<file path="config.mk">
export PLATFORM = sky130hd
export DESIGN_NAME = priority_thread_scheduler
export DESIGN_NICKNAME = d
export VERILOG_FILES = /design/src/rtl/pts_pkg.sv /design/src/rtl/priority_thread_scheduler.sv
export SDC_FILE = /design/constraint.sdc
export NUM_CORES = 1
export LEC_CHECK = 0
export BUFFER_PORTS_ARGS = -buffer_cell sky130_fd_sc_hd__buf_2
export CAP_MARGIN = 10
export CORE_MARGIN = 5
export CORE_UTILIZATION = 40
export DETAILED_ROUTE_END_ITERATION = 7
export SYNTH_ARGS = -nofsm -noshare
export SYNTH_HDL_FRONTEND = slang
export SYNTH_SLANG_ARGS = --single-unit
</file>
<file path="constraint.sdc">
create_clock -name i_clk -period 5.75 [get_ports i_clk]
set_clock_uncertainty 0.05 [all_clocks]
set_input_delay 0.2875 -clock i_clk [delete_from_list [all_inputs] [get_ports i_clk]]
set_output_delay 0.2875 -clock i_clk [all_outputs]
set_load 0.005 [all_outputs]
</file>
<file path="src/rtl/pts_pkg.sv">
// Package for the priority thread scheduler: field widths and request codes.
// No dependencies; used by the top level and its checker.
package pts_pkg;

    // Payload widths
    localparam int KIND_W     = 3;
    localparam int PRIO_W     = 3;
    localparam int TICKS_W    = 16;
    localparam int ID_W       = 16;
    localparam int SLOT_OUT_W = 4;
    localparam int MS_W       = 32;

    // First thread id handed out after reset
    localparam logic [ID_W-1:0] FIRST_ID = 16'd4;

    // Request codes
    localparam logic [KIND_W-1:0] KIND_ADD   = 3'd0;
    localparam logic [KIND_W-1:0] KIND_KILL  = 3'd1;
    localparam logic [KIND_W-1:0] KIND_SLEEP = 3'd2;
    localparam logic [KIND_W-1:0] KIND_TICK  = 3'd3;
    localparam logic [KIND_W-1:0] KIND_SLICE = 3'd4;

endpackage

</file>
<file path="src/rtl/priority_thread_scheduler.sv">
// Priority round-robin thread scheduler: one request in, one result out.
// Add scans for the lowest free slot; kill, sleep and slice rescan for the next thread
// (kill and sleep skip the scan when refused); tick sweeps sleep counts, then rescans when nothing was running.
// The slot scan visits one slot a cycle through the single read port of each slot memory.
// One request at a time; the next is taken while the previous result waits.
// Reset: synchronous, active low; clears used/ready marks, running state, tick count.
module priority_thread_scheduler #(
    parameter int SLOTS = 16
) (
    input  logic                           i_clk,
    input  logic                           i_rst_n,
    input  logic                           i_in_valid,
    output logic                           o_in_ready,
    input  logic [pts_pkg::KIND_W-1:0]     i_kind,
    input  logic [pts_pkg::PRIO_W-1:0]     i_new_priority,
    input  logic [pts_pkg::TICKS_W-1:0]    i_sleep_ticks,
    output logic                           o_out_valid,
    input  logic                           i_out_ready,
    output logic                           o_ok,
    output logic [pts_pkg::SLOT_OUT_W-1:0] o_added_slot,
    output logic [pts_pkg::ID_W-1:0]       o_added_id,
    output logic [pts_pkg::SLOT_OUT_W-1:0] o_running_slot,
    output logic                           o_idle,
    output logic [pts_pkg::MS_W-1:0]       o_ms_count
);
    import pts_pkg::*;

    localparam int IDX_W = (SLOTS > 1) ? $clog2(SLOTS) : 1;
    localparam int CNT_W = $clog2(SLOTS + 1);
    localparam logic [CNT_W-1:0] CNT_END  = CNT_W'(SLOTS);
    localparam logic [IDX_W-1:0] IDX_LAST = IDX_W'(SLOTS - 1);

    typedef enum logic [2:0] {
        S_IDLE,
        S_FREE,
        S_PICK,
        S_TICK,
        S_DONE
    } t_state;

    // Control and scheduler state
    t_state              r_state;
    logic [SLOTS-1:0]    r_used;
    logic [SLOTS-1:0]    r_ready;
    logic [IDX_W-1:0]    r_run;
    logic                r_run_valid;
    logic [ID_W-1:0]     r_next_id;
    logic [MS_W-1:0]     r_ms;

    // Scan sequencer
    logic [CNT_W-1:0]    r_cnt;
    logic [IDX_W-1:0]    r_ptr;
    logic                r_cmp_v;
    logic [IDX_W-1:0]    r_cmp_idx;
    logic                r_found;
    logic [IDX_W-1:0]    r_best;
    logic [PRIO_W-1:0]   r_best_prio;

    // Latched request and result
    logic [PRIO_W-1:0]   r_prio;
    logic                r_ok;
    logic [IDX_W-1:0]    r_add_slot;
    logic [ID_W-1:0]     r_add_id;

    // Output register
    logic                r_out_valid;
    logic                r_o_ok;
    logic [SLOT_OUT_W-1:0] r_o_add_slot;
    logic [ID_W-1:0]     r_o_add_id;
    logic [SLOT_OUT_W-1:0] r_o_run;
    logic                r_o_idle;
    logic [MS_W-1:0]     r_o_ms;

    // Slot memories: priority and sleep count
    logic [PRIO_W-1:0]   prio_mem  [SLOTS];
    logic [TICKS_W-1:0]  sleep_mem [SLOTS];
    logic [PRIO_W-1:0]   r_rd_prio;
    logic [TICKS_W-1:0]  r_rd_sleep;

    logic                in_acc;
    logic [IDX_W-1:0]    cnt_idx;
    logic                scan_end;
    logic                free_hit;
    logic                tick_hit;
    logic                pick_hit;
    logic [ID_W-1:0]     n_next_id;
    logic [IDX_W-1:0]    n_ptr_start;
    logic                sl_we;
    logic [IDX_W-1:0]    sl_waddr;
    logic [TICKS_W-1:0]  sl_wdata;
    logic                pr_we;

    assign in_acc   = i_in_valid && o_in_ready;
    assign cnt_idx  = r_cnt[IDX_W-1:0];
    assign scan_end = (r_cnt == CNT_END);
    assign free_hit = !scan_end && !r_used[cnt_idx];
    assign tick_hit = r_cmp_v && r_used[r_cmp_idx] && !r_ready[r_cmp_idx]
                      && (r_rd_sleep != '0);
    assign pick_hit = r_cmp_v && r_ready[r_cmp_idx]
                      && (!r_found || (r_rd_prio < r_best_prio));

    // Id counter skips zero on wrap
    always_comb begin
        n_next_id = r_next_id + ID_W'(1);
        if (n_next_id == '0) begin
            n_next_id = ID_W'(1);
        end
    end

    // Scan starts at the slot after the running one
    assign n_ptr_start = (r_run == IDX_LAST) ? '0 : r_run + IDX_W'(1);

    // Memory write selection
    always_comb begin
        sl_we    = 1'b0;
        sl_waddr = r_run;
        sl_wdata = i_sleep_ticks;
        pr_we    = 1'b0;
        unique case (r_state)
            S_IDLE: begin
                if (in_acc && i_kind == KIND_SLEEP && r_run_valid && i_sleep_ticks != '0) begin
                    sl_we = 1'b1;
                end
            end
            S_FREE: begin
                if (free_hit) begin
                    sl_we    = 1'b1;
                    sl_waddr = cnt_idx;
                    sl_wdata = '0;
                    pr_we    = 1'b1;
                end
            end
            S_TICK: begin
                if (tick_hit) begin
                    sl_we    = 1'b1;
                    sl_waddr = r_cmp_idx;
                    sl_wdata = r_rd_sleep - TICKS_W'(1);
                end
            end
            default: ;
        endcase
    end

    // Priority memory: written on add, read by the scheduling scan
    always_ff @(posedge i_clk) begin
        if (pr_we) begin
            prio_mem[cnt_idx] <= r_prio;
        end
        r_rd_prio <= prio_mem[r_ptr];
    end

    // Sleep memory: written on add, sleep and tick, read by the tick sweep
    always_ff @(posedge i_clk) begin
        if (sl_we) begin
            sleep_mem[sl_waddr] <= sl_wdata;
        end
        r_rd_sleep <= sleep_mem[cnt_idx];
    end

    // Sequencer, scheduler state and output register
    always_ff @(posedge i_clk) begin
        if (!i_rst_n) begin
            r_state     <= S_IDLE;
            r_used      <= '0;
            r_ready     <= '0;
            r_run       <= '0;
            r_run_valid <= 1'b0;
            r_next_id   <= FIRST_ID;
            r_ms        <= '0;
            r_cnt       <= '0;
            r_ptr       <= '0;
            r_cmp_v     <= 1'b0;
            r_found     <= 1'b0;
            r_out_valid <= 1'b0;
        end else begin
            // Result beat taken; a new result loaded this cycle keeps it valid
            if (r_out_valid && i_out_ready && r_state != S_DONE) begin
                r_out_valid <= 1'b0;
            end

            unique case (r_state)
                // Take a request and do its single-slot updates
                S_IDLE: begin
                    if (in_acc) begin
                        r_prio     <= i_new_priority;
                        r_ok       <= 1'b0;
                        r_add_slot <= '0;
                        r_add_id   <= '0;
                        r_cnt      <= '0;
                        r_cmp_v    <= 1'b0;
                        r_found    <= 1'b0;
                        r_ptr      <= n_ptr_start;
                        unique case (i_kind)
                            KIND_ADD: begin
                                r_state <= S_FREE;
                            end
                            KIND_KILL: begin
                                if (r_run_valid) begin
                                    r_used[r_run]  <= 1'b0;
                                    r_ready[r_run] <= 1'b0;
                                    r_ok           <= 1'b1;
                                    r_state        <= S_PICK;
                                end else begin
                                    r_state <= S_DONE;
                                end
                            end
                            KIND_SLEEP: begin
                                if (r_run_valid) begin
                                    if (i_sleep_ticks != '0) begin
                                        r_ready[r_run] <= 1'b0;
                                    end
                                    r_ok    <= 1'b1;
                                    r_state <= S_PICK;
                                end else begin
                                    r_state <= S_DONE;
                                end
                            end
                            KIND_TICK: begin
                                r_ms    <= r_ms + MS_W'(1);
                                r_ok    <= 1'b1;
                                r_state <= S_TICK;
                            end
                            KIND_SLICE: begin
                                r_ok    <= 1'b1;
                                r_state <= S_PICK;
                            end
                            default: begin
                                r_state <= S_DONE;
                            end
                        endcase
                    end
                end

                // Lowest free slot, one slot a cycle
                S_FREE: begin
                    if (scan_end) begin
                        r_state <= S_DONE;
                    end else if (free_hit) begin
                        r_used[cnt_idx]  <= 1'b1;
                        r_ready[cnt_idx] <= 1'b1;
                        r_add_slot       <= cnt_idx;
                        r_add_id         <= r_next_id;
                        r_next_id        <= n_next_id;
                        r_ok             <= 1'b1;
                        if (!r_run_valid) begin
                            r_run       <= cnt_idx;
                            r_run_valid <= 1'b1;
                        end
                        r_state <= S_DONE;
                    end else begin
                        r_cnt <= r_cnt + CNT_W'(1);
                    end
                end

                // Best-priority ready slot: read stage then compare stage
                S_PICK: begin
                    if (!scan_end) begin
                        r_cmp_v   <= 1'b1;
                        r_cmp_idx <= r_ptr;
                        r_ptr     <= (r_ptr == IDX_LAST) ? '0 : r_ptr + IDX_W'(1);
                        r_cnt     <= r_cnt + CNT_W'(1);
                    end else begin
                        r_cmp_v <= 1'b0;
                    end
                    if (pick_hit) begin
                        r_found     <= 1'b1;
                        r_best      <= r_cmp_idx;
                        r_best_prio <= r_rd_prio;
                    end
                    if (scan_end && !r_cmp_v) begin
                        if (r_found) begin
                            r_run <= r_best;
                        end
                        r_run_valid <= r_found;
                        r_state     <= S_DONE;
                    end
                end

                // Sleep countdown sweep: read stage then write-back stage
                S_TICK: begin
                    if (!scan_end) begin
                        r_cmp_v   <= 1'b1;
                        r_cmp_idx <= cnt_idx;
                        r_cnt     <= r_cnt + CNT_W'(1);
                    end else begin
                        r_cmp_v <= 1'b0;
                    end
                    if (tick_hit && r_rd_sleep == TICKS_W'(1)) begin
                        r_ready[r_cmp_idx] <= 1'b1;
                    end
                    if (scan_end && !r_cmp_v) begin
                        if (r_run_valid) begin
                            r_state <= S_DONE;
                        end else begin
                            r_cnt   <= '0;
                            r_found <= 1'b0;
                            r_ptr   <= n_ptr_start;
                            r_state <= S_PICK;
                        end
                    end
                end

                // Hand the result to the output register when it is free
                S_DONE: begin
                    if (!r_out_valid || i_out_ready) begin
                        r_out_valid  <= 1'b1;
                        r_o_ok       <= r_ok;
                        r_o_add_slot <= SLOT_OUT_W'(r_add_slot);
                        r_o_add_id   <= r_add_id;
                        r_o_run      <= SLOT_OUT_W'(r_run);
                        r_o_idle     <= !r_run_valid;
                        r_o_ms       <= r_ms;
                        r_state      <= S_IDLE;
                    end
                end

                default: begin
                    r_state <= S_IDLE;
                end
            endcase
        end
    end

    assign o_in_ready     = (r_state == S_IDLE);
    assign o_out_valid    = r_out_valid;
    assign o_ok           = r_o_ok;
    assign o_added_slot   = r_o_add_slot;
    assign o_added_id     = r_o_add_id;
    assign o_running_slot = r_o_run;
    assign o_idle         = r_o_idle;
    assign o_ms_count     = r_o_ms;

endmodule

</file>
**Yosys cells after proc, flatten, opt, wreduce, memory -nomap -nowiden**

Memories as Yosys holds them, arrays and structs flattened. A register that Yosys moved wholly into a read port is not among the register bits.
Cells that the tools add are included.

- Bits of input ports: 26
- Memory bits (writable): 304
- Bits in registers: 193
- Word-level logic and storage cells: 240
- Memories kept: 2
- Output and inout port bits: 60

- Add/subtract/negate cells: 6
- Reduce and logical (&&, ||, !) cells: 57
- Equal/unequal tests: 34
- Multiplexer cells: 102
- Magnitude comparators: 7
- Bitwise operators: 7

Memory list:

| memory | depth | width | read ports | clocked after memory_dff | write ports | line | RTL |
|---|---|---|---|---|---|---|---|
| sleep_mem | 16 | 16 | 1 | 1 | 1 | priority_thread_scheduler.sv:76 | `logic [TICKS_W-1:0] sleep_mem [SLOTS];` |
| prio_mem | 16 | 3 | 1 | 1 | 1 | priority_thread_scheduler.sv:75 | `logic [PRIO_W-1:0] prio_mem [SLOTS];` |

Operator list:

| cell | number |
|---|---|
| 2-to-1 mux 16 bit | 18 |
| one-hot mux 16 bit (2 select lines) | 4 |
| 2-to-1 mux 4 bit | 18 |
| bitwise OR 16 bit | 3 |
| one-hot mux 16 bit (3 select lines) | 1 |
| adder 32 x 1 -> 32 bit, second input constant | 1 |
| AND 16 bit | 2 |
| one-hot mux 4 bit (2 select lines) | 4 |
| nonzero test 16 bit | 2 |
| 2-to-1 mux 5 bit | 6 |
| 2-to-1 mux 1 bit | 27 |
| inequality test 2 bit, second input constant | 13 |
| 2-to-1 mux 3 bit | 8 |
| one-hot mux 5 bit (4 select lines) | 1 |
| AND reduction 5 bit | 4 |
| logical AND 1 bit | 17 |
| adder 16 x 1 -> 16 bit, second input constant | 1 |
| equality test 16 x 1 -> 1 bit, second input constant | 1 |
| zero test 16 bit | 1 |
| NOT 16 bit | 1 |
| subtractor 16 x 1 -> 16 bit, second input constant | 1 |
| < comparator 4 x 5 -> 1 bit, second input constant | 3 |
| one-hot mux 3 bit (5 select lines) | 1 |
| AND reduction 3 bit | 5 |
| 31 further kinds | 70 |

**Longest topological paths before layout**

Gate-level depths: netlist of the first run.

- Word-level depth: 11
- Gate-level depth with buffers: 13
- Mapped depth without buffers: 9

**Worst setup path before layout of the first run**

OpenSTA, ideal clock, no wires.

- Kind: reg-to-reg
- From: reg r_cnt[1]
- To: reg r_add_id[0] (enable)
- Cell stages (with the launch flop): 10
- Arrival: 5448 ps
- Path buffers: 3
- Library setup time: 514 ps
- Path slack: -262 ps
- Data required time: 5186 ps
- Period minus slack after synthesis: 6012 ps
- Path through: dfxtp_1 buf_2 clkbuf_1 inv_1 ha_1 a211o_1 o22a_1 and2_1 clkbuf_1 a2111oi_0

- Cells in the longest elaborated chain, start to end: 6
- Elaborated cells between the ends (all ways): 9
- Classes of those cells: 3 x eq/ne; 2 x mux; 4 x reduce/logical

RTL lines:

| what | line | RTL |
|---|---|---|
| start: declaration | priority_thread_scheduler.sv:51 | `logic [CNT_W-1:0] r_cnt;` |
| start signal: assignment | priority_thread_scheduler.sv:251 | `r_cnt <= r_cnt + CNT_W'(1);` |
| start signal: assignment | priority_thread_scheduler.sv:261 | `r_cnt <= r_cnt + CNT_W'(1);` |
| start signal: assignment | priority_thread_scheduler.sv:284 | `r_cnt <= r_cnt + CNT_W'(1);` |
| binary-select mux 1 bit (select 4 bit) | priority_thread_scheduler.sv:96 | `assign free_hit = !scan_end && !r_used[cnt_idx];` |
| 2-to-1 mux 1 bit (implied by the code) | priority_thread_scheduler.sv:96 |  |
| zero test 1 bit | priority_thread_scheduler.sv:96 |  |
| logical AND 1 bit | priority_thread_scheduler.sv:96 |  |
| inequality test 2 bit (no source line) | -- |  |
| AND reduction 5 bit (no source line) * | -- |  |
| end signal: assignment | priority_thread_scheduler.sv:242 | `r_add_id <= r_next_id;` |
| end: declaration | priority_thread_scheduler.sv:63 | `logic [ID_W-1:0] r_add_id;` |

Every way passes the cells marked *; elsewhere a longest branch is shown, timed or not. The select of a mux whose other input is x is not followed.
A chain may end at the register's enable or synchronous reset.

**Worst setup path in the final report of the first run**

- From: reg r_cmp_idx[1]
- To: mem sleep_mem[1][15] (enable)

- Cells in the longest elaborated chain, start to end: 9
- Elaborated cells between the ends (all ways): 14
- Classes of those cells: 10 x mux; 4 x reduce/logical

RTL lines:

| what | line | RTL |
|---|---|---|
| start: declaration | priority_thread_scheduler.sv:54 | `logic [IDX_W-1:0] r_cmp_idx;` |
| start signal: assignment | priority_thread_scheduler.sv:259 | `r_cmp_idx <= r_ptr;` |
| start signal: assignment | priority_thread_scheduler.sv:283 | `r_cmp_idx <= cnt_idx;` |
| binary-select mux 1 bit (select 4 bit) | priority_thread_scheduler.sv:97 | `assign tick_hit = r_cmp_v && r_used[r_cmp_idx] && !r_ready[r_cmp_idx]` |
| 2-to-1 mux 1 bit (implied by the code) | priority_thread_scheduler.sv:97 |  |
| logical AND 1 bit / zero test 1 bit (equally long branches) | priority_thread_scheduler.sv:97 |  |
| logical AND 1 bit | priority_thread_scheduler.sv:97 |  |
| logical AND 1 bit | priority_thread_scheduler.sv:98 | `&& (r_rd_sleep != '0);` |
| 2-to-1 mux 1 bit | priority_thread_scheduler.sv:134 | `if (tick_hit) begin` |
| one-hot mux 1 bit (3 select lines) | priority_thread_scheduler.sv:119 | `unique case (r_state)` |
| 2-to-1 mux 1 bit | priority_thread_scheduler.sv:154 | `if (sl_we) begin` |
| 2-to-1 mux 1 bit (implied by the code) | priority_thread_scheduler.sv:155 | `sleep_mem[sl_waddr] <= sl_wdata;` |
| end: declaration | priority_thread_scheduler.sv:76 |  |

Parallel ways exist; a longest one is shown, timed or not. The select of a mux whose other input is x is not followed.

==> impl_metrics.csv, run 1 <==
group,metric,value,unit
floorplanning,core,52800,um2
global_routing,antenna_found_initial,0,
pwr,p_int,6970,uW
final_layout,antenna_cells,0,
pwr,power_frac_comb,13.1,%
pwr,swShare,25.2,%
final_layout,fill_cells,4619,
logic_synthesis,synth_cell_type_count,74,
pwr,power_frac_seq,48.3,%
clock_network,clockBufferDepth,3,
route,drc_errors,0,
route,wirelength,51.0,mm
placement,hpwlAfterDp,34.0,mm
pwr,switchingPower,2340,uW
timing,setup_tns,0,ns
route,first_iter_violations,1383,
clock_network,cts_max_level,2,
status,status,"completed",
timing,fin_crit,4.56,ns
worst_hold_path,worstHoldStart,"i_kind[2]",
global_routing,grt_pass1_wl,78.1,mm
clock_network,post_cts_resized,0,
logic_synthesis,synth_edf_count,397,
clock_network,clock-sinks,516,
global_routing,first_global_vias,12800,
clock_network,clk_pin_slew,0.06,ns
clock_network,cts_setup_buffers,0,
logic_synthesis,ys_seq_area_share,66.8,%
critical_path,rr_worst_depth,9,
logic_synthesis,synth_flop_cell,"edfxtp_1",
pwr,p_total,9320,uW
final_layout,fin_area,24700,um2
clock_network,clock_latency,0.60,ns
clock_network,cts_root_buf,"clkbuf_16",
global_routing,overflow,0,
logic_synthesis,synthCells,1439,
floorplanning,die_area,58300,um2
timing,finalSetupViolations,0,
placement,dpl_cell_area,22800,um2
floorplanning,rows,84,
critical_path,critPathCaptureType,"flip-flop",
final_layout,drive_gt1_share,23.4,%
timing,period_share,79.2,%
pwr,p_leak,0.00823,uW
route,route.antenna.remaining_nets,0,
timing,drv_slew,0,
route,viasPerCell,5.63,
route,dr_total_vias,12800,
final_layout,nets,1592,
pwr,power_density,377,nW/um2
pwr,p_clk_share,38.6,%
worst_hold_path,hold_depth,3,
logic_synthesis,async_reset_ff_share,0,%
critical_path,rrSetupSlack,1.19,ns
floorplanning,die_y,241,um
pwr,peakVddDrop,0.246,mV
floorplanning,start_util,40.6,%
logic_synthesis,avgSynthCellArea,14.9,um2
clock_network,cts_tree,"done",
worst_hold_path,hold_class,"in -> reg",
critical_path,critical_path_class,"reg -> reg",
route,wire_per_inst,22.3,um
critical_path,reg2reg_to,"sleep_mem[1][15]$_DFFE_PP_",
critical_path,crit_fanout,21,
clock_network,holdBufCountCts,4,
final_layout,area_growth,15.5,%
timing,hold_viol,0,
placement,io_buffers,85,
floorplanning,die_w,241,um
critical_path,start_kind,"flip-flop",
global_routing,grt_use_total,17.5,%
clock_network,cts_inserted_buffers,54,
global_routing,grt_max_degree,67,
worst_hold_path,hold_end,"r_ok$_SDFFCE_PP1P_",
critical_path,required,6.00,ns
timing,whs,0.0427,ns
timing,rsz0062_at_grt,"false",
floorplanning,ios,86,
route,firstDrtPassIters,7,
critical_path,r2r_start,"r_cmp_idx[1]$_DFFE_PP_",
logic_synthesis,ys_ff_latch,516,
placement,gp_congestion,0.916,
timing,max_freq,219,MHz
logic_synthesis,yosysWarnings,0,
timing,relSlewSlack,20.9,%
critical_path,critPathArrivalTime,4.81,ns
logic_synthesis,syn_area,21400,um2
timing,tightestPinTransition,1.18,ns
flow_run,drv_cap,0,
final_layout,final_util,46.9,%
logic_synthesis,syn_nets,1481,
cell type report:
class	count	area (um2)	area share, %
clock buffer	68	1480	5.96
clock inverter	31	388	1.57
inverter	35	131	0.531
multi-input combinational	807	6750	27.3
sequential	516	14300	57.9
tap	688	861	3.48
timing repair buffer	136	818	3.31
critical path, cell delays in order (launching register included):
cell and delay [ns]:
edfxtp_1 0.78, mux2_1 0.38, mux4_2 0.54, nor4_4 0.34, o311ai_2 0.12, buf_4 0.23
a222oi_1 0.60, nand2b_1 0.30, nor3_2 0.57, buf_4 0.32
cell usage in the layout (no fill, tap or decap), types with 20 or more instances in the layout:
master and count:
edfxtp_1 397, dfxtp_1 115, mux4_2 105, nand2_1 104, nor2_1 90, buf_2 85, clkbuf_16 55, o21ai_0 53
nand3_1 50, buf_4 47, a21oi_1 39, inv_1 34, xor2_1 31, and3_1 31, xnor2_1 26, nor3_1 20
Yosys cell counts, types with 11 or more instances:
cell type  count  area [um2]
edfxtp_1     397       11900
dfxtp_1      119        2380
mux4_2       105        2360
nand2_1      104         390
nor2_1        92         345
o21ai_0       65         325
clkbuf_1      58         218
nand3_1       50         250
a21oi_1       39         195
nor3_1        36         180
inv_1         35         131
and3_1        31         194
xor2_1        31         272
xnor2_1       26         228
nand4_1       18         113
ha_1          16         200
nand2b_1      16         100
o211ai_1      13        97.6
buf_2         12        60.1
nor4_1        12        75.1
mux2i_1       11         110
nor2b_1       11        68.8
through the flow:
| step | std cells | setup slack (ns) |
|---|---|---|
| after floorplan | 1439 | 0.745 |
| after global placement | 2172 | 1.36 |
| after detailed placement | 2172 | 1.26 |
| after CTS | 2275 | 1.19 |
| after global routing | 2281 | 0.985 |
| final | 2281 | 1.19 |
routing by layer:
metal | global-route usage [%] | wire length [um] | vias to the layer above
met1 | 24.4 | 21700 | 6464
li1 | - | - | 5809
met2 | 27.8 | 24100 | 474
met4 | 5.74 | 1450 | 0
met5 | 0 | 0 | -
met3 | 3.61 | 3680 | 94
worst max path at each step:
stage	startpoint	end	slack [ns]	cells past startpoint
after floorplan	r_cnt[1]$_SDFFE_PN0P_	r_add_id[0]$_SDFFCE_PN0P_	0.74	9
after CTS	r_cmp_idx[1]$_DFFE_PP_	sleep_mem[1][13]$_DFFE_PP_	1.19	10
final	r_cmp_idx[1]$_DFFE_PP_	sleep_mem[1][15]$_DFFE_PP_	1.19	9
after detailed placement	r_cmp_idx[1]$_DFFE_PP_	sleep_mem[1][2]$_DFFE_PP_	1.26	9
after global routing	r_cmp_idx[1]$_DFFE_PP_	sleep_mem[1][13]$_DFFE_PP_	0.98	9
after global placement	r_cmp_idx[1]$_DFFE_PP_	sleep_mem[1][2]$_DFFE_PP_	1.36	9
logic make-up after synthesis:
group                    count (synthesis)  synth area share [%]
XOR/XNOR                                57                  2.33
buffers and inverters                  116                  2.14
flip-flops                             516                  66.8
multiplexers                           126                  12.3
AO/OA/AOI/OAI                          190                  5.80
adder cells (fa/ha/maj)                 16                 0.935
AND/OR/NAND/NOR                        418                  9.75
registers in the layout (all words and copies together), names as in the netlist, 4 cells and up:
signal / flops
o_ms_count: 32
r_cmp_idx: 4
r_add_slot: 4
o_added_slot: 4
r_ms: 32
r_ptr: 4
r_next_id: 16
prio_mem: 48
r_add_id: 16
r_run: 4
o_running_slot: 4
r_ready: 16
r_used: 16
sleep_mem: 256
r_cnt: 5
o_added_id: 16
r_rd_sleep: 16
r_best: 4
power groups by stage:
stage | Sequential, uW | Combinational [uW] | Clock (uW)
6_report | 4500 | 1220 | 3600
4_1_cts | 4510 | 1210 | 3680
5_1_grt | 4530 | 1320 | 3840
2_1_floorplan | 4480 | 842 | 0
3_3_place_gp | 4580 | 1190 | 0
3_5_place_dp | 4580 | 1200 | 0
No activity file was read; power rests on OpenSTA's default activity.
==> run 2: changes to the inputs <==
--- a/config.mk
+++ b/config.mk
@@ -5,6 +5,7 @@
 export SDC_FILE = /design/constraint.sdc
 export NUM_CORES = 1
 export LEC_CHECK = 0
+export ABC_AREA = 1
 export BUFFER_PORTS_ARGS = -buffer_cell sky130_fd_sc_hd__buf_2
 export CAP_MARGIN = 10
 export CORE_MARGIN = 5
==> constraint.sdc (replaced) <==
create_clock -name i_clk -period 4.8 [get_ports i_clk]
set_clock_uncertainty 0.05 [all_clocks]
set_input_delay 0.24 -clock i_clk [delete_from_list [all_inputs] [get_ports i_clk]]
set_output_delay 0.24 -clock i_clk [all_outputs]
set_load 0.005 [all_outputs]
==> impl_metrics.csv, run 2 <==
group,metric,value,unit
timing,max_freq,249,MHz
route,wl_met2,27.7,mm
floorplanning,die_y,248,um
route,routed.top_layer,"met5",
final_layout,mostFrequentLayoutCells,"edfxtp_1 (397), nand2_1 (366), nor2_1 (294)",
logic_synthesis,synth_edf_count,397,
logic_synthesis,synth_most_common_cell,"edfxtp_1",
logic_synthesis,synthTopCellsByArea,"edfxtp_1 (53%), dfxtp_1 (11%), nand2_1 (6.1%)",
final_layout,drive_gt1_share,13.0,%
logic_synthesis,ys_ff_latch,516,
critical_path,critical_path_class,"reg -> reg",
route,dr_total_vias,16600,
pwr,swShare,32.9,%
clock_network,clockBufferDepth,3,
logic_synthesis,synth_flop_cell,"edfxtp_1",
pwr,p_leak,0.00916,uW
critical_path,critPathArrivalTime,4.20,ns
final_layout,nets,2331,
timing,hold_viol,0,
logic_synthesis,synth_cell_type_count,58,
route,viasPerCell,5.38,
logic_synthesis,ys_seq_area_share,63.4,%
flow_run,drv_cap,0,
timing,rsz0062_at_grt,"false",
route,wl_met1,26.5,mm
final_layout,fill_cells,5312,
logic_synthesis,syn_area,22600,um2
placement,hpwlAfterDp,40.3,mm
logic_synthesis,async_reset_ff_share,0,%
global_routing,first_global_vias,16000,
pwr,switchingPower,4310,uW
logic_synthesis,synth_top_cell_area_share,52.8,%
clock_network,cts_setup_buffers,0,
pwr,power_frac_comb,23.0,%
clock_network,clk_pin_slew,0.06,ns
final_layout,area_growth,14.1,%
route,route.met3.wl,4.76,mm
global_routing,grt_pass1_wl,93.2,mm
route,first_iter_violations,1989,
clock_network,clock-sinks,516,
status,status,"completed",
critical_path,critPathCaptureType,"flip-flop",
floorplanning,die_area,61300,um2
logic_synthesis,yosys.area.top_type,"edfxtp_1",
timing,tightestPinTransition,1.13,ns
pwr,p_int,8780,uW
pwr,p_clk_share,32.7,%
timing,drv_slew,0,
floorplanning,start_util,40.2,%
critical_path,start_kind,"flip-flop",
timing,fin_crit,4.02,ns
logic_synthesis,yosysWarnings,0,
clock_network,cts_tree,"done",
clock_network,cts_root_buf,"clkbuf_16",
timing,fin_ws,0.781,ns
worst_hold_path,hold_class,"in -> reg",
clock_network,cts_max_level,2,
logic_synthesis,synthCells,2200,
floorplanning,ios,86,
floorplanning,die_w,248,um
timing,period_share,83.7,%
route,drc_errors,0,
final_layout,largest_registers,"sleep_mem x256, prio_mem x48",
clock_network,clock_latency,0.61,ns
placement,gp_congestion,0.947,
pwr,p_total,13100,uW
critical_path,required,4.98,ns
pwr,peakVddDrop,0.274,mV
clock_network,cts_inserted_buffers,54,
global_routing,overflow,0,
route,wirelength,60.6,mm
final_layout,regMostFlops,"sleep_mem",
logic_synthesis,avgSynthCellArea,10.3,um2
timing,finalSetupViolations,0,
logic_synthesis,syn_nets,2242,
route,route.antenna.remaining_nets,0,
final_layout,final_common_cell,"edfxtp_1",
route,firstDrtPassIters,8,
global_routing,antenna_found_initial,1,
final_layout,largest_reg_flops,256,
floorplanning,rows,87,
timing,setup_tns,0,ns
floorplanning,core,56200,um2
global_routing,grt_max_degree,102,
route,wire_per_inst,19.6,um
placement,io_buffers,85,
logic_synthesis,synth_commonest_cells,"edfxtp_1 (397), nand2_1 (366), nor2_1 (310)",
timing,relSlewSlack,24.7,%
pwr,power_frac_seq,44.3,%
placement,pre_cts_slack,0.804,ns
global_routing,grt_use_total,19.4,%
critical_path,crit_fanout,45,
pwr,power_density,508,nW/um2
[run 2: timing repair]
item,in CTS,in global routing
endpoints found under the hold margin,10,0
gates resized for setup,0,0
hold buffers,5,0
[run 2: cells by family (layout without fill, tap and decap cells)]
kind of cell             count (synthesis)  in the layout  share of synthesized area (%)
other                                    0              3                              0
flip-flops                             516            516                           63.4
XOR/XNOR                                45             45                           1.75
multiplexers                             5              5                          0.222
adder cells (fa/ha/maj)                 16             16                          0.887
AO/OA/AOI/OAI                          440            440                           11.1
buffers and inverters                  267            401                           4.93
AND/OR/NAND/NOR                        911            911                           17.8
[run 2: path summary, 6_finish.rpt]
path	from	to	slack, ns	cells after the start
max	r_cnt[0]$_SDFFE_PN0P_	sleep_mem[8][12]$_DFFE_PP_	0.78	13
max reg2reg	r_cnt[0]$_SDFFE_PN0P_	sleep_mem[8][12]$_DFFE_PP_	0.78	13
min	i_kind[2]	r_ok$_SDFFCE_PP1P_	0.07	4
min reg2reg	r_add_id[4]$_SDFFCE_PN0P_	o_added_id[4]$_DFFE_PP_	0.36	0
[run 2: area by class of cell]
| type | count | area (um2) | area share (%) |
|---|---|---|---|
| antenna | 3 | 7.51 | 0.0292 |
| sequential | 516 | 14300 | 55.6 |
| timing repair buffer | 134 | 806 | 3.13 |
| multi-input combinational | 1417 | 7210 | 28.0 |
| tap | 756 | 946 | 3.67 |
| clock buffer | 64 | 1440 | 5.59 |
| inverter | 166 | 633 | 2.46 |
| clock inverter | 37 | 397 | 1.54 |
[run 2: worst max-delay path: stages, from the launching register on]
cell and delay (ns):
dfxtp_4 0.64, inv_4 0.29, ha_1 0.29, inv_1 0.28
nor2_8 0.09, nand2_8 0.11, inv_2 0.08, nor3_2 0.22
nand2_1 0.15, nand3_1 0.13, nand3_1 0.14, inv_2 0.08
nand2_1 0.15, nor2_2 0.91
[run 2: stage by stage]
| step | hold slack (ns) | utilization [%] | cells | area (um2) |
|---|---|---|---|---|
| final | 0.0749 | 45.8 | 3093 | 25700 |
| after global routing | 0.0627 | 45.8 | 3090 | 25700 |
| after CTS | 0.0304 | 45.8 | 3090 | 25700 |
| after detailed placement | 0.355 | 42.5 | 2984 | 23900 |
| after global placement | 0.351 | 42.5 | 2984 | 23900 |
| after floorplan | 0.289 | - | 2200 | 22600 |
[run 2: power groups by stage]
stage          registers [uW]  clock network (uW)  logic, uW
2_1_floorplan            5680                   0       2200
3_5_place_dp             5880                   0       2990
4_1_cts                  5790                4380       3000
6_report                 5800                4290       3010
5_1_grt                  5840                4570       3340
3_3_place_gp             5870                   0       2950
[run 2: routing by layer]
layer	global-route usage [%]	vias up
met3	3.83	110
met4	5.94	2
met5	0	-
met2	30.9	633
met1	27.2	8014
li1	-	7884
==> run 3: changes to the inputs <==
==> constraint.sdc (replaced) <==
create_clock -name i_clk -period 3.86 [get_ports i_clk]
set_clock_uncertainty 0.05 [all_clocks]
set_input_delay 0.193 -clock i_clk [delete_from_list [all_inputs] [get_ports i_clk]]
set_output_delay 0.193 -clock i_clk [all_outputs]
set_load 0.005 [all_outputs]
==> impl_metrics.csv, run 3 (synthesis results as in run 2) <==
group,metric,value,unit
route,viasPerCell,5.43,
pwr,p_int,10900,uW
worst_hold_path,hold_depth,5,
route,wire_per_inst,19.8,um
timing,tightestPinTransition,1.05,ns
timing,drv_slew,0,
final_layout,regMostFlops,"sleep_mem",
timing,relSlewSlack,29.9,%
pwr,power_density,624,nW/um2
status,status,"completed",
global_routing,first_global_vias,16300,
pwr,p_total,16100,uW
final_layout,fill_cells,5224,
worst_hold_path,hold_end,"r_ok$_SDFFCE_PP1P_",
critical_path,rr_worst_depth,14,
final_layout,area_growth,14.7,%
placement,io_buffers,85,
pwr,power_frac_comb,24.3,%
global_routing,grt_use_total,19.7,%
timing,finalSetupViolations,0,
clock_network,clock_latency,0.61,ns
final_layout,drive_gt1_share,13.6,%
clock_network,clockBufferDepth,3,
critical_path,r2r_start,"r_cnt[1]$_SDFFE_PN0P_",
final_layout,multi_input_area,7210,um2
worst_hold_path,worstHoldStart,"i_kind[0]",
final_layout,mostFrequentLayoutCells,"edfxtp_1 (397), nand2_1 (366), nor2_1 (294)",
pwr,p_leak,0.00928,uW
pwr,switchingPower,5300,uW
pwr,power_frac_seq,44.0,%
global_routing,overflow,0,
critical_path,required,4.08,ns
final_layout,nets,2362,
clock_network,cts_root_buf,"clkbuf_16",
critical_path,crit_fanout,72,
timing,max_freq,312,MHz
clock_network,cts_inserted_buffers,53,
floorplanning,core,56200,um2
floorplanning,ios,86,
global_routing,grt_max_degree,86,
clock_network,cts_tree,"done",
floorplanning,die_area,61300,um2
final_layout,antenna_cells,0,
route,dr_total_vias,16900,
clock_network,clock-sinks,516,
critical_path,start_kind,"flip-flop",
critical_path,critical_path_class,"reg -> reg",
route,firstDrtPassIters,5,
final_layout,largest_reg_flops,256,
placement,gp_congestion,0.958,
worst_hold_path,hold_class,"in -> reg",
pwr,peakVddDrop,0.351,mV
route,drc_errors,0,
critical_path,critPathCaptureType,"flip-flop",
timing,period_share,83.0,%
floorplanning,start_util,40.2,%
placement,hpwlAfterDp,41.6,mm
final_layout,largest_registers,"sleep_mem x256, prio_mem x48",
clock_network,clk_pin_slew,0.06,ns
clock_network,cts_max_level,2,
timing,fin_crit,3.20,ns
timing,setup_tns,0,ns
global_routing,antenna_found_initial,1,
floorplanning,die_w,248,um
pwr,swShare,32.8,%
final_layout,seq_area,14300,um2
critical_path,reg2reg_to,"sleep_mem[9][3]$_DFFE_PP_",
flow_run,drv_cap,0,
floorplanning,rows,87,
critical_path,critPathArrivalTime,3.42,ns
clock_network,post_cts_resized,0,
pwr,p_clk_share,31.7,%
final_layout,final_common_cell,"edfxtp_1",
global_routing,grt_pass1_wl,94.6,mm
critical_path,rrSetupSlack,0.66,ns
route,wirelength,61.7,mm
timing,rsz0062_at_grt,"false",
route,first_iter_violations,1765,
route,route.antenna.remaining_nets,0,
floorplanning,die_y,248,um
timing,hold_viol,0,
-- run 3: metal layers --
layer / up-vias / track usage (%) / part of all wire [%]
met5: - / 0 / 0.021
met4: 2 / 6.84 / 3.2
met3: 128 / 3.48 / 7.9
met2: 734 / 31.5 / 45
met1: 8124 / 27.4 / 43
li1: 7944 / - / -
-- run 3: area by class of cell --
class	instances	share of cell area, %
clock buffer	61	5.24
clock inverter	38	1.44
inverter	166	2.45
multi-input combinational	1417	27.9
sequential	516	55.3
tap	756	3.66
timing repair buffer	166	4.06
-- run 3: through the flow --
step / instance area, um2 / setup slack [ns] / std cells / hold slack (ns) / utilization (%)
after detailed placement: 24100 / 0.725 / 3014 / 0.324 / 42.9
after global placement: 24100 / 0.718 / 3014 / 0.322 / 42.9
after CTS: 25900 / 0.704 / 3120 / 0.00578 / 46.1
after global routing: 25900 / 0.434 / 3120 / 0.0749 / 46.1
final: 25900 / 0.657 / 3120 / 0.0537 / 46.1
after floorplan: 22600 / 0.290 / 2200 / 0.242 / -
-- run 3: what timing repair did --
action	in CTS	in global routing
hold buffers	7	0
hold endpoints to repair	7	0
setup buffers	0	0
-- run 3: power groups by stage --
stage | sequential, uW | clock [uW] | combinational, uW
2_1_floorplan | 7060 | 0 | 2740
3_3_place_gp | 7200 | 0 | 3840
3_5_place_dp | 7210 | 0 | 3880
4_1_cts | 7100 | 5220 | 3900
5_1_grt | 7160 | 5450 | 4320
6_report | 7100 | 5120 | 3930
-- run 3: critical path, stage by stage, from the launching register on --
cell and delay [ns]:
dfxtp_2 0.33, buf_4 0.58, o21ai_0 0.21, o21ai_1 0.16, nand2_1 0.06, nand2_1 0.18
nor2_4 0.08, nand2_4 0.11, nand2_1 0.06, nand3_1 0.08, nand3_1 0.18, nor2_1 0.18
nand2_1 0.17, nor2_2 0.12, buf_4 0.28
-- run 3: worst max path at each step --
stage	depth (start not counted)	slack [ns]	from	to
floorplan	17	0.29	r_cnt[0]$_SDFFE_PN0P_	sleep_mem[4][0]$_DFFE_PP_
global placement	14	0.72	r_cnt[1]$_SDFFE_PN0P_	sleep_mem[9][3]$_DFFE_PP_
detailed placement	14	0.73	r_cnt[1]$_SDFFE_PN0P_	sleep_mem[9][12]$_DFFE_PP_
CTS	14	0.70	r_cnt[1]$_SDFFE_PN0P_	sleep_mem[9][3]$_DFFE_PP_
global route	14	0.43	r_cnt[1]$_SDFFE_PN0P_	sleep_mem[9][5]$_DFFE_PP_
finish	14	0.66	r_cnt[1]$_SDFFE_PN0P_	sleep_mem[9][3]$_DFFE_PP_
